## src/sv/rld_pkg.sv

```systemverilog
// Package for the block run-length decoder: constants, controller states,
// and the command and status structs between the controller and the datapath.
// No dependencies.
package rld_pkg;

  localparam int LanesDefault = 8;
  localparam int MaxResults = 32;
  localparam int ByteW = 8;
  localparam int CopiesW = 4;
  localparam int LenW = 16;
  localparam int AddrW = 3;
  localparam logic [LenW-1:0] MaxLenReset = 16'd512;
  localparam logic RegMaxBlockLen = 1'b0;

  typedef enum logic [2:0] {
    ST_HIGH,
    ST_LOW,
    ST_COUNT,
    ST_SYMBOL,
    ST_RUN
  } rld_state_t;

  typedef struct packed {
    logic ld_high;
    logic ld_len;
    logic ld_count;
    logic ld_sym;
    logic run_beat;
    logic push;
    logic push_err;
    logic push_last;
  } rld_cmd_t;

  typedef struct packed {
    logic out_free;
    logic len_bad;
    logic rem_one;
    logic rem_zero;
    logic count_zero;
    logic first_last;
    logic run_last;
  } rld_status_t;

endpackage

```

## src/sv/rld_in_if.sv

```systemverilog
// Valid/ready channel that carries one compressed stream byte per beat.
// Depends on rld_pkg.
interface rld_in_if;
  logic                      valid;
  logic                      ready;
  logic [rld_pkg::ByteW-1:0] byte_in;

  modport source (output valid, output byte_in, input ready);
  modport sink (input valid, input byte_in, output ready);
endinterface

```

## src/sv/rld_out_if.sv

```systemverilog
// Valid/ready channel that carries one decoded beat of repeated bytes.
// Depends on rld_pkg.
interface rld_out_if;
  logic                        valid;
  logic                        ready;
  logic [rld_pkg::ByteW-1:0]   symbol;
  logic [rld_pkg::CopiesW-1:0] copies;
  logic                        bad_length;
  logic                        last;

  modport source (output valid, output symbol, output copies, output bad_length,
                  output last, input ready);
  modport sink (input valid, input symbol, input copies, input bad_length,
                input last, output ready);
endinterface

```

## src/sv/rld_ctrl.sv

```systemverilog
// Controller of the decoder: tracks the stream phase and sequences the beats
// of a long run. Depends on rld_pkg.
module rld_ctrl (
  input  logic                 clk,
  input  logic                 rst,
  input  logic                 in_valid,
  output logic                 in_ready,
  input  rld_pkg::rld_status_t sts,
  output rld_pkg::rld_cmd_t    cmd
);

  rld_pkg::rld_state_t state;
  rld_pkg::rld_state_t state_next;

  always_ff @(posedge clk) begin
    if (rst) begin
      state <= rld_pkg::ST_HIGH;
    end else begin
      state <= state_next;
    end
  end

  always_comb begin
    state_next = state;
    cmd        = '0;
    in_ready   = 1'b0;
    unique case (state)
      rld_pkg::ST_HIGH: begin
        in_ready = 1'b1;
        if (in_valid) begin
          cmd.ld_high = 1'b1;
          state_next  = rld_pkg::ST_LOW;
        end
      end
      rld_pkg::ST_LOW: begin
        in_ready = sts.out_free;
        if (in_valid && sts.out_free) begin
          if (sts.len_bad) begin
            cmd.push      = 1'b1;
            cmd.push_err  = 1'b1;
            cmd.push_last = 1'b1;
            state_next    = rld_pkg::ST_HIGH;
          end else begin
            cmd.ld_len = 1'b1;
            state_next = rld_pkg::ST_COUNT;
          end
        end
      end
      rld_pkg::ST_COUNT: begin
        in_ready = 1'b1;
        if (in_valid) begin
          cmd.ld_count = 1'b1;
          state_next   = sts.rem_one ? rld_pkg::ST_HIGH : rld_pkg::ST_SYMBOL;
        end
      end
      rld_pkg::ST_SYMBOL: begin
        in_ready = sts.out_free;
        if (in_valid && sts.out_free) begin
          cmd.ld_sym    = 1'b1;
          cmd.push      = !sts.count_zero;
          cmd.push_last = sts.first_last;
          if (sts.count_zero || sts.first_last) begin
            state_next = sts.rem_one ? rld_pkg::ST_HIGH : rld_pkg::ST_COUNT;
          end else begin
            state_next = rld_pkg::ST_RUN;
          end
        end
      end
      rld_pkg::ST_RUN: begin
        if (sts.out_free) begin
          cmd.run_beat  = 1'b1;
          cmd.push      = 1'b1;
          cmd.push_last = sts.run_last;
          if (sts.run_last) begin
            state_next = sts.rem_zero ? rld_pkg::ST_HIGH : rld_pkg::ST_COUNT;
          end
        end
      end
      default: begin
        state_next = rld_pkg::ST_HIGH;
      end
    endcase
  end

endmodule

```

## src/sv/rld_datapath.sv

```systemverilog
// Datapath of the decoder: header and block counters, run bookkeeping and
// the output register. Depends on rld_pkg.
module rld_datapath #(
  parameter int LANES = rld_pkg::LanesDefault
) (
  input  logic                        clk,
  input  logic                        rst,
  input  rld_pkg::rld_cmd_t           cmd,
  output rld_pkg::rld_status_t        sts,
  input  logic [rld_pkg::ByteW-1:0]   byte_in,
  input  logic [rld_pkg::LenW-1:0]    max_block_len,
  input  logic                        out_ready,
  output logic                        out_valid,
  output logic [rld_pkg::ByteW-1:0]   symbol,
  output logic [rld_pkg::CopiesW-1:0] copies,
  output logic                        bad_length,
  output logic                        last
);

  localparam int BeatW = $clog2(rld_pkg::MaxResults + 1);
  localparam logic [rld_pkg::ByteW-1:0] LanesB = rld_pkg::ByteW'(LANES);
  localparam logic [BeatW-1:0] LastBeat = BeatW'(rld_pkg::MaxResults - 1);

  logic [rld_pkg::ByteW-1:0] length_high;
  logic [rld_pkg::LenW-1:0]  block_remaining;
  logic [rld_pkg::ByteW-1:0] pending_count;
  logic [rld_pkg::ByteW-1:0] left;
  logic [rld_pkg::ByteW-1:0] run_symbol;
  logic [BeatW-1:0]          beat_cnt;

  logic [rld_pkg::LenW-1:0]  header_len;
  logic [rld_pkg::ByteW-1:0] cp_first;
  logic [rld_pkg::ByteW-1:0] cp_run;

  assign header_len = {length_high, byte_in};
  assign cp_first   = (pending_count >= LanesB) ? LanesB : pending_count;
  assign cp_run     = (left >= LanesB) ? LanesB : left;

  assign sts.out_free   = !out_valid || out_ready;
  assign sts.len_bad    = (header_len == '0) || (header_len > max_block_len);
  assign sts.rem_one    = (block_remaining == rld_pkg::LenW'(1));
  assign sts.rem_zero   = (block_remaining == '0);
  assign sts.count_zero = (pending_count == '0);
  assign sts.first_last = (pending_count <= LanesB);
  assign sts.run_last   = (left <= LanesB) || (beat_cnt == LastBeat);

  always_ff @(posedge clk) begin
    if (cmd.ld_high) begin
      length_high <= byte_in;
    end
    if (cmd.ld_len) begin
      block_remaining <= header_len;
    end else if (cmd.ld_count || cmd.ld_sym) begin
      block_remaining <= block_remaining - rld_pkg::LenW'(1);
    end
    if (cmd.ld_count) begin
      pending_count <= byte_in;
    end
    if (cmd.ld_sym) begin
      run_symbol <= byte_in;
      left       <= pending_count - cp_first;
      beat_cnt   <= BeatW'(1);
    end else if (cmd.run_beat) begin
      left     <= left - cp_run;
      beat_cnt <= beat_cnt + BeatW'(1);
    end
  end

  always_ff @(posedge clk) begin
    if (rst) begin
      out_valid <= 1'b0;
    end else if (cmd.push) begin
      out_valid <= 1'b1;
    end else if (out_ready) begin
      out_valid <= 1'b0;
    end
  end

  always_ff @(posedge clk) begin
    if (cmd.push) begin
      bad_length <= cmd.push_err;
      last       <= cmd.push_last;
      if (cmd.push_err) begin
        symbol <= '0;
        copies <= '0;
      end else if (cmd.ld_sym) begin
        symbol <= byte_in;
        copies <= cp_first[rld_pkg::CopiesW-1:0];
      end else begin
        symbol <= run_symbol;
        copies <= cp_run[rld_pkg::CopiesW-1:0];
      end
    end
  end

endmodule

```

## src/sv/block_rle_decoder_top.sv

```systemverilog
// Top level of the block run-length decoder: configuration register, controller
// and datapath. Depends on rld_pkg, rld_in_if, rld_out_if, rld_ctrl, rld_datapath.
//
//   Channel   Role    Beat contents
//   stream    sink    byte_in: one compressed stream byte
//   decoded   source  symbol, copies, bad_length, last: one decoded beat
//   APB       slave   max_block_len at byte address 0
//
// A symbol byte yields ceil(count / LANES) beats with at most 32, and no beat for a
// zero count, as the controller steps one beat per cycle into the output register
// whenever that register is free.
// Reset is synchronous and clears the controller and the output valid.
// A stalled output register holds off header low bytes and symbol bytes.
module block_rle_decoder_top #(
  parameter int LANES = rld_pkg::LanesDefault
) (
  input  logic                        clk,
  input  logic                        rst,
  rld_in_if.sink                      stream,
  rld_out_if.source                   decoded,
  input  logic                        psel,
  input  logic                        penable,
  input  logic                        pwrite,
  input  logic [rld_pkg::AddrW-1:0]   paddr,
  input  logic [31:0]                 pwdata,
  output logic [31:0]                 prdata,
  output logic                        pready
);

  logic [rld_pkg::LenW-1:0] max_block_len;
  logic                     cfg_write;
  rld_pkg::rld_cmd_t        cmd;
  rld_pkg::rld_status_t     sts;

  assign pready    = 1'b1;
  assign cfg_write = psel && penable && pwrite && pready;

  always_ff @(posedge clk) begin
    if (rst) begin
      max_block_len <= rld_pkg::MaxLenReset;
    end else if (cfg_write && (paddr[2] == rld_pkg::RegMaxBlockLen)) begin
      max_block_len <= pwdata[rld_pkg::LenW-1:0];
    end
  end

  always_comb begin
    prdata = '0;
    if (paddr[2] == rld_pkg::RegMaxBlockLen) begin
      prdata = {16'b0, max_block_len};
    end
  end

  rld_ctrl u_ctrl (
    .clk      (clk),
    .rst      (rst),
    .in_valid (stream.valid),
    .in_ready (stream.ready),
    .sts      (sts),
    .cmd      (cmd)
  );

  rld_datapath #(
    .LANES (LANES)
  ) u_datapath (
    .clk           (clk),
    .rst           (rst),
    .cmd           (cmd),
    .sts           (sts),
    .byte_in       (stream.byte_in),
    .max_block_len (max_block_len),
    .out_ready     (decoded.ready),
    .out_valid     (decoded.valid),
    .symbol        (decoded.symbol),
    .copies        (decoded.copies),
    .bad_length    (decoded.bad_length),
    .last          (decoded.last)
  );

endmodule

```

## src/flat_wrapper.sv

```systemverilog
// flat-port wrapper written by rule: the top's interface ports become plain ports
module block_rle_decoder_top_flat 
#(
  parameter int LANES = rld_pkg::LanesDefault
)
  (clk, rst, psel, penable, pwrite, paddr, pwdata, prdata, pready, stream_valid, stream_byte_in, stream_ready, decoded_valid, decoded_symbol, decoded_copies, decoded_bad_length, decoded_last, decoded_ready);
  rld_in_if stream_i ();
  rld_out_if decoded_i ();
  input  logic clk;
  input  logic rst;
  input  logic psel;
  input  logic penable;
  input  logic pwrite;
  input  logic [rld_pkg::AddrW-1:0] paddr;
  input  logic [31:0] pwdata;
  output logic [31:0] prdata;
  output logic pready;
  input wire logic [$bits(stream_i.valid)-1:0] stream_valid;
  input wire logic [$bits(stream_i.byte_in)-1:0] stream_byte_in;
  output wire logic [$bits(stream_i.ready)-1:0] stream_ready;
  output wire logic [$bits(decoded_i.valid)-1:0] decoded_valid;
  output wire logic [$bits(decoded_i.symbol)-1:0] decoded_symbol;
  output wire logic [$bits(decoded_i.copies)-1:0] decoded_copies;
  output wire logic [$bits(decoded_i.bad_length)-1:0] decoded_bad_length;
  output wire logic [$bits(decoded_i.last)-1:0] decoded_last;
  input wire logic [$bits(decoded_i.ready)-1:0] decoded_ready;
  assign stream_i.valid = stream_valid;
  assign stream_i.byte_in = stream_byte_in;
  assign stream_ready = stream_i.ready;
  assign decoded_valid = decoded_i.valid;
  assign decoded_symbol = decoded_i.symbol;
  assign decoded_copies = decoded_i.copies;
  assign decoded_bad_length = decoded_i.bad_length;
  assign decoded_last = decoded_i.last;
  assign decoded_i.ready = decoded_ready;
  block_rle_decoder_top #(.LANES(LANES)) u_core (.clk(clk), .rst(rst), .stream(stream_i), .decoded(decoded_i), .psel(psel), .penable(penable), .pwrite(pwrite), .paddr(paddr), .pwdata(pwdata), .prdata(prdata), .pready(pready));
endmodule
```

## config.mk

```make
export PLATFORM = sky130hd
export DESIGN_NAME = block_rle_decoder_top_flat
export DESIGN_NICKNAME = d
export VERILOG_FILES = /design/src/sv/rld_pkg.sv /design/src/sv/rld_in_if.sv /design/src/sv/rld_out_if.sv /design/src/sv/rld_ctrl.sv /design/src/sv/rld_datapath.sv /design/src/sv/block_rle_decoder_top.sv /design/src/flat_wrapper.sv
export SDC_FILE = /design/constraint.sdc
export NUM_CORES = 1
export LEC_CHECK = 0
export BUFFER_PORTS_ARGS = -buffer_cell sky130_fd_sc_hd__buf_2
export CAP_MARGIN = 20
export CORE_AREA = 10 10 117 98
export DETAILED_ROUTE_END_ITERATION = 10
export DIE_AREA = 0 0 127 108
export PLACE_DENSITY_LB_ADDON = 0.2
export SYNTH_ARGS = -nofsm -noshare
export SYNTH_HDL_FRONTEND = slang
export SYNTH_HIERARCHICAL = 1
export SYNTH_SLANG_ARGS = --single-unit
```

## constraint.sdc

```tcl
create_clock -name clk -period 4.45 [get_ports clk]
set_input_delay 0.89 -clock clk [delete_from_list [all_inputs] [get_ports clk]]
set_output_delay 0.89 -clock clk [all_outputs]
set_load 0.02 [all_outputs]
```

### After elaboration in Yosys (flattened, before gate mapping)

Index checks and enable logic that the tools add are counted.

* $add $sub $neg: 4
* magnitude comparators: 5
* equal/unequal tests: 12
* muxes and demuxes: 42
* bitwise gates (word level): 1
* reductions and logical operators: 21

Operators by type and width (count)
* $mux 16: 3
* $mux 8: 5
* $logic_not 16->1: 2
* $mux 3: 9
* $eq 16x1->1 const B: 1
* $ge 8x4->1 const B: 2
* $gt 16x16->1: 1
* $le 8x4->1 const B: 2
* $sub 16x1->16 const B: 1
* $sub 8x8->8: 2
* $mux 1: 15
* $pmux 3 s5: 1
* $ne 2x2->1 const B: 6
* $mux 2: 5
* $logic_not 8->1: 1
* $add 6x1->6 const B: 1
* $eq 3x2->1 const B: 2
* $eq 6x5->1 const B: 1
* $pmux 1 s3: 2
* $reduce_and 6->1: 1
* $reduce_bool 2->1: 3
* $logic_or 1x1->1: 5
* $logic_and 1x1->1: 4
* $mux 4: 1
* other kinds (7): 9

* flip-flop bits (word level): 88
* word-level logic and storage cells: 98

### Depth between registers and ports, before layout

* depth in word-level cells: 8
* gate-level depth with buffers: 11

### Cells and area by module

The synthesis kept the hierarchy.

Modules (own cells, without submodules)
* rld_datapath: instances 1, cells each 319, area each 3603.5 µm²
* block_rle_decoder_top: instances 1, cells each 106, area each 982.2 µm²
* rld_ctrl: instances 1, cells each 41, area each 304.0 µm²

### Worst setup path before layout

OpenSTA, ideal clock, no wires.

* path kind: input to register
* start point: input port stream_byte_in[1]
* end point: register u_core/u_datapath/block_remaining[0] in the netlist's numbering (enable)
* data arrival time: 3.113 ns
* data required time: 4.078 ns
* slack: 0.965 ns
* stages on the path: 8
* buffers on the path: 1
* path through: ha_1 > nor2b_1 > o211ai_1 > a2111oi_0 > o41a_1 > nor3_1 > clkdlybuf4s50_2 > or3_1

RTL lines
* start: declaration: line flat_wrapper.sv:19 `input wire logic [$bits(stream_i.byte_in)-1:0] stream_byte_in;`
* end signal: assignment: line rld_datapath.sv:52 `block_remaining <= header_len;`
* end signal: assignment: line rld_datapath.sv:54 `block_remaining <= block_remaining - rld_pkg::LenW'(1);`
* end: declaration: line rld_datapath.sv:25 `logic [rld_pkg::LenW-1:0] block_remaining;`

==> flow_metrics.tcl <==
set metrics [dict create \
    syn_inst 466 \
    routabilityCongestion 0.8016 \
    max_stage_delay_ns 0.69 \
    startpoint_type "input pin" \
    detail_route.wl_per_cell_um 16.11 \
    post_cts_buffers 0 \
    synth.top_cells.by_area "edfxtp_1 (33%), dfxtp_1 (14%), ha_1 (5.4%), nand2b_1 (4.2%), mux2i_1 (4.1%)" \
    clock_skew_ns 0.008967 \
    cts_resized 0 \
    cts_htree_levels 3 \
    end_kind "flop" \
    leakage_nw 2.099 \
    ctsRootBufferMaster "clkbuf_16" \
    hold_viol 0 \
    setup.worst_path.class "in2reg" \
    regToRegSetupSlack_ns 1.55 \
    synth_area_um2 4890 \
    yosysMostFrequentCell "edfxtp_1" \
    synth-seq-cells 88 \
    n_antenna_cell 0 \
    fin_setup_tns_ns 0 \
    io_pins 99 \
    r2r-start "u_core/u_datapath/length_high[7]$_DFFE_PP_" \
    rsz0062_at_grt "false" \
    wirelength_mm 10.52 \
    seq_area_frac_synth_pct 47.08 \
    track_usage_pct 15.62 \
    worst_path_max_delay_cell "or3_1" \
    ys_top_cells_by_count "edfxtp_1 (54), dfxtp_1 (34), nand2b_1 (33), nand2_1 (24), nor2_1 (23)" \
    antenna_left 0 \
    setup_viol 0 \
    startpoint "stream_byte_in[1]" \
    grt_pass1_wl_mm 17.73 \
    fp.coreArea_um2 9289 \
    synth_ff_type "edfxtp_1" \
    port_buffers 63 \
    power_mw 1.846 \
    fill_cells 790 \
    netlist.area_leader.share_pct 33.16 \
    clkTransAtPathRegs_ns 0.07 \
    crit_required_ns 4.43 \
    cts_tree "done" \
    cts_sinks 88 \
    cts_buffers 9 \
    grt_pass1_vias 3572 \
    arrival_ns 3.10 \
    critical_path.cell_chain "buf_2 > ha_1 > nor2b_1 > o211ai_1 > a2111oi_0 > o41a_1 > nor3_2 > or3_1" \
    pwr_density_cell_nw_per_um2 334.3 \
    hold_path.class "reg2reg" \
    grt_max_degree 37 \
    clk_path_buf_depth 2 \
    fp.dieW_um 127 \
    irDropWorstVdd_mv 0.2803 \
    drt_pass1_iterations 5 \
    vias_per_cell 5.521 \
    clock.fmax_ghz 0.3197 \
    crit_path_max_fanout 16 \
    period_share_pct 70.29 \
    tightest_slew_ns 1.090 \
    drive_gt1_share_pct 22.10 \
    vias 3605 \
    cp_top_family "simple AND/OR/NAND/NOR gates" \
    die-height_um 108 \
    status "finished clean" \
    drt_iter0_markers 162 \
    avgSynthCellArea_um2 10.49 \
    clk_latency_ns 0.34 \
    die_area_um2 13720 \
    antenna_found_initial 0 \
    final_max_slew_viol_count 0 \
    initial_utilization_pct 52.64 \
    placementRows 32 \
    synth_edf_count 54 \
    place_hpwl_mm 7.995 \
    area_growth_pct 12.97 \
    cp_num_buf_inv 1 \
    nets 600 \
    ctsHoldBuffers 0 \
    min_from "u_core/u_datapath/run_symbol[0]$_DFF_P_" \
    synth_cell_type_count 62 \
    post-route-min-period_ns 3.128 \
    async_reset_ff_share_pct 0 \
    slew_headroom_pct 26.79 \
    grt-ovfl-total 0 \
    drc 0 \
    synth_warnings 6 \
    synth_area_leader_cell "edfxtp_1" \
    cap_viol_max_count 0 \
]
[cell families after synthesis]
logic type / after synthesis / synth area share [%]
AOI/OAI and AO/OA: 69 / 9.059
xor gates and xnor gates: 18 / 3.224
adders and majority gates: 21 / 5.374
buffers and inverters: 55 / 6.397
DFF: 88 / 47.08
muxes: 29 / 6.167
other: 3 / 0.2303
and+or+nand+nor: 183 / 22.47
[state kept, by name, indices dropped and copies added, names as in the netlist]
signal,cells
u_core/max_block_len,16
u_core/u_datapath/block_remaining,16
u_core/u_datapath/left,8
u_core/u_datapath/length_high,8
u_core/u_datapath/pending_count,8
u_core/u_datapath/run_symbol,8
u_core/u_datapath/symbol,8
u_core/u_datapath/beat_cnt,6
u_core/u_datapath/copies,4
u_core/u_ctrl/state,3
u_core/u_datapath/bad_length,1
u_core/u_datapath/last,1
u_core/u_datapath/out_valid,1
[worst register-to-register path: stages (launching register included)]
cell and delay (ns):
edfxtp_1 0.44, ha_1 0.34, nand4_1 0.18, a2111oi_0 0.47, o41a_1 0.33, nor3_2 0.08
or3_1 0.69
[where the power goes]
| part | total (mW) | internal (mW) | leakage [nW] | switching, mW |
|---|---|---|---|---|
| logic | 0.188 | 0.0794 | 1.18 | 0.109 |
| clock network | 0.719 | 0.390 | 0.139 | 0.329 |
| registers | 0.939 | 0.912 | 0.776 | 0.0272 |
| total | 1.85 | 1.38 | 2.10 | 0.465 |
[area by class of cell]
| cell class | count | area [um2] | share of cell area [%] |
|---|---|---|---|
| clock buffer | 9 | 225.2 | 4.077 |
| clock inverter | 7 | 62.56 | 1.133 |
| inverter | 22 | 82.58 | 1.495 |
| multi-input combinational | 339 | 2342 | 42.40 |
| sequential | 88 | 2302 | 41.68 |
| tap | 119 | 148.9 | 2.695 |
| timing repair buffer | 69 | 360.3 | 6.523 |
[final timing paths]
| path | end | cells after the start |
|---|---|---|
| max | u_core/u_datapath/block_remaining[14]$_DFFE_PP_ | 8 |
| min | u_core/u_datapath/run_symbol[0]$_DFF_P_ | 1 |
| max reg2reg | u_core/u_datapath/block_remaining[14]$_DFFE_PP_ | 6 |
| min reg2reg | u_core/u_datapath/run_symbol[0]$_DFF_P_ | 1 |
[through the flow]
| stage | utilization, % | hold WS [ns] | instances | area, um2 | setup slack, ns |
|---|---|---|---|---|---|
| after global routing | 59.47 | 0.4886 | 653 | 5524 | 1.169 |
| after detailed placement | 56.37 | 0.4566 | 637 | 5236 | 0.9917 |
| after global placement | 56.37 | 0.4497 | 637 | 5236 | 1.006 |
| after floorplan | - | 0.4449 | 482 | 4950 | 0.9649 |
| final | 59.47 | 0.4704 | 653 | 5524 | 1.322 |
| after CTS | 59.47 | 0.4721 | 653 | 5524 | 1.335 |
[layout by cell type (no fill, tap or decap), drive strengths merged, types with 19 or more instances in the layout]
cell,Yosys,routed
nand2,24,24
a21oi,20,20
nor2b,22,22
nor2,23,23
mux2i,20,20
edfxtp,54,54
buf,22,69
inv,22,26
conb,3,19
nand2b,33,33
dfxtp,34,34
ha,21,21
[routing by layer]
layer	track usage [%]	part of all wire, %
met5	0	0
met4	4.464	0.74
met3	4.795	6.9
met2	24.52	47
met1	20.43	45
Note: power is estimated with default switching activity, not from simulation.
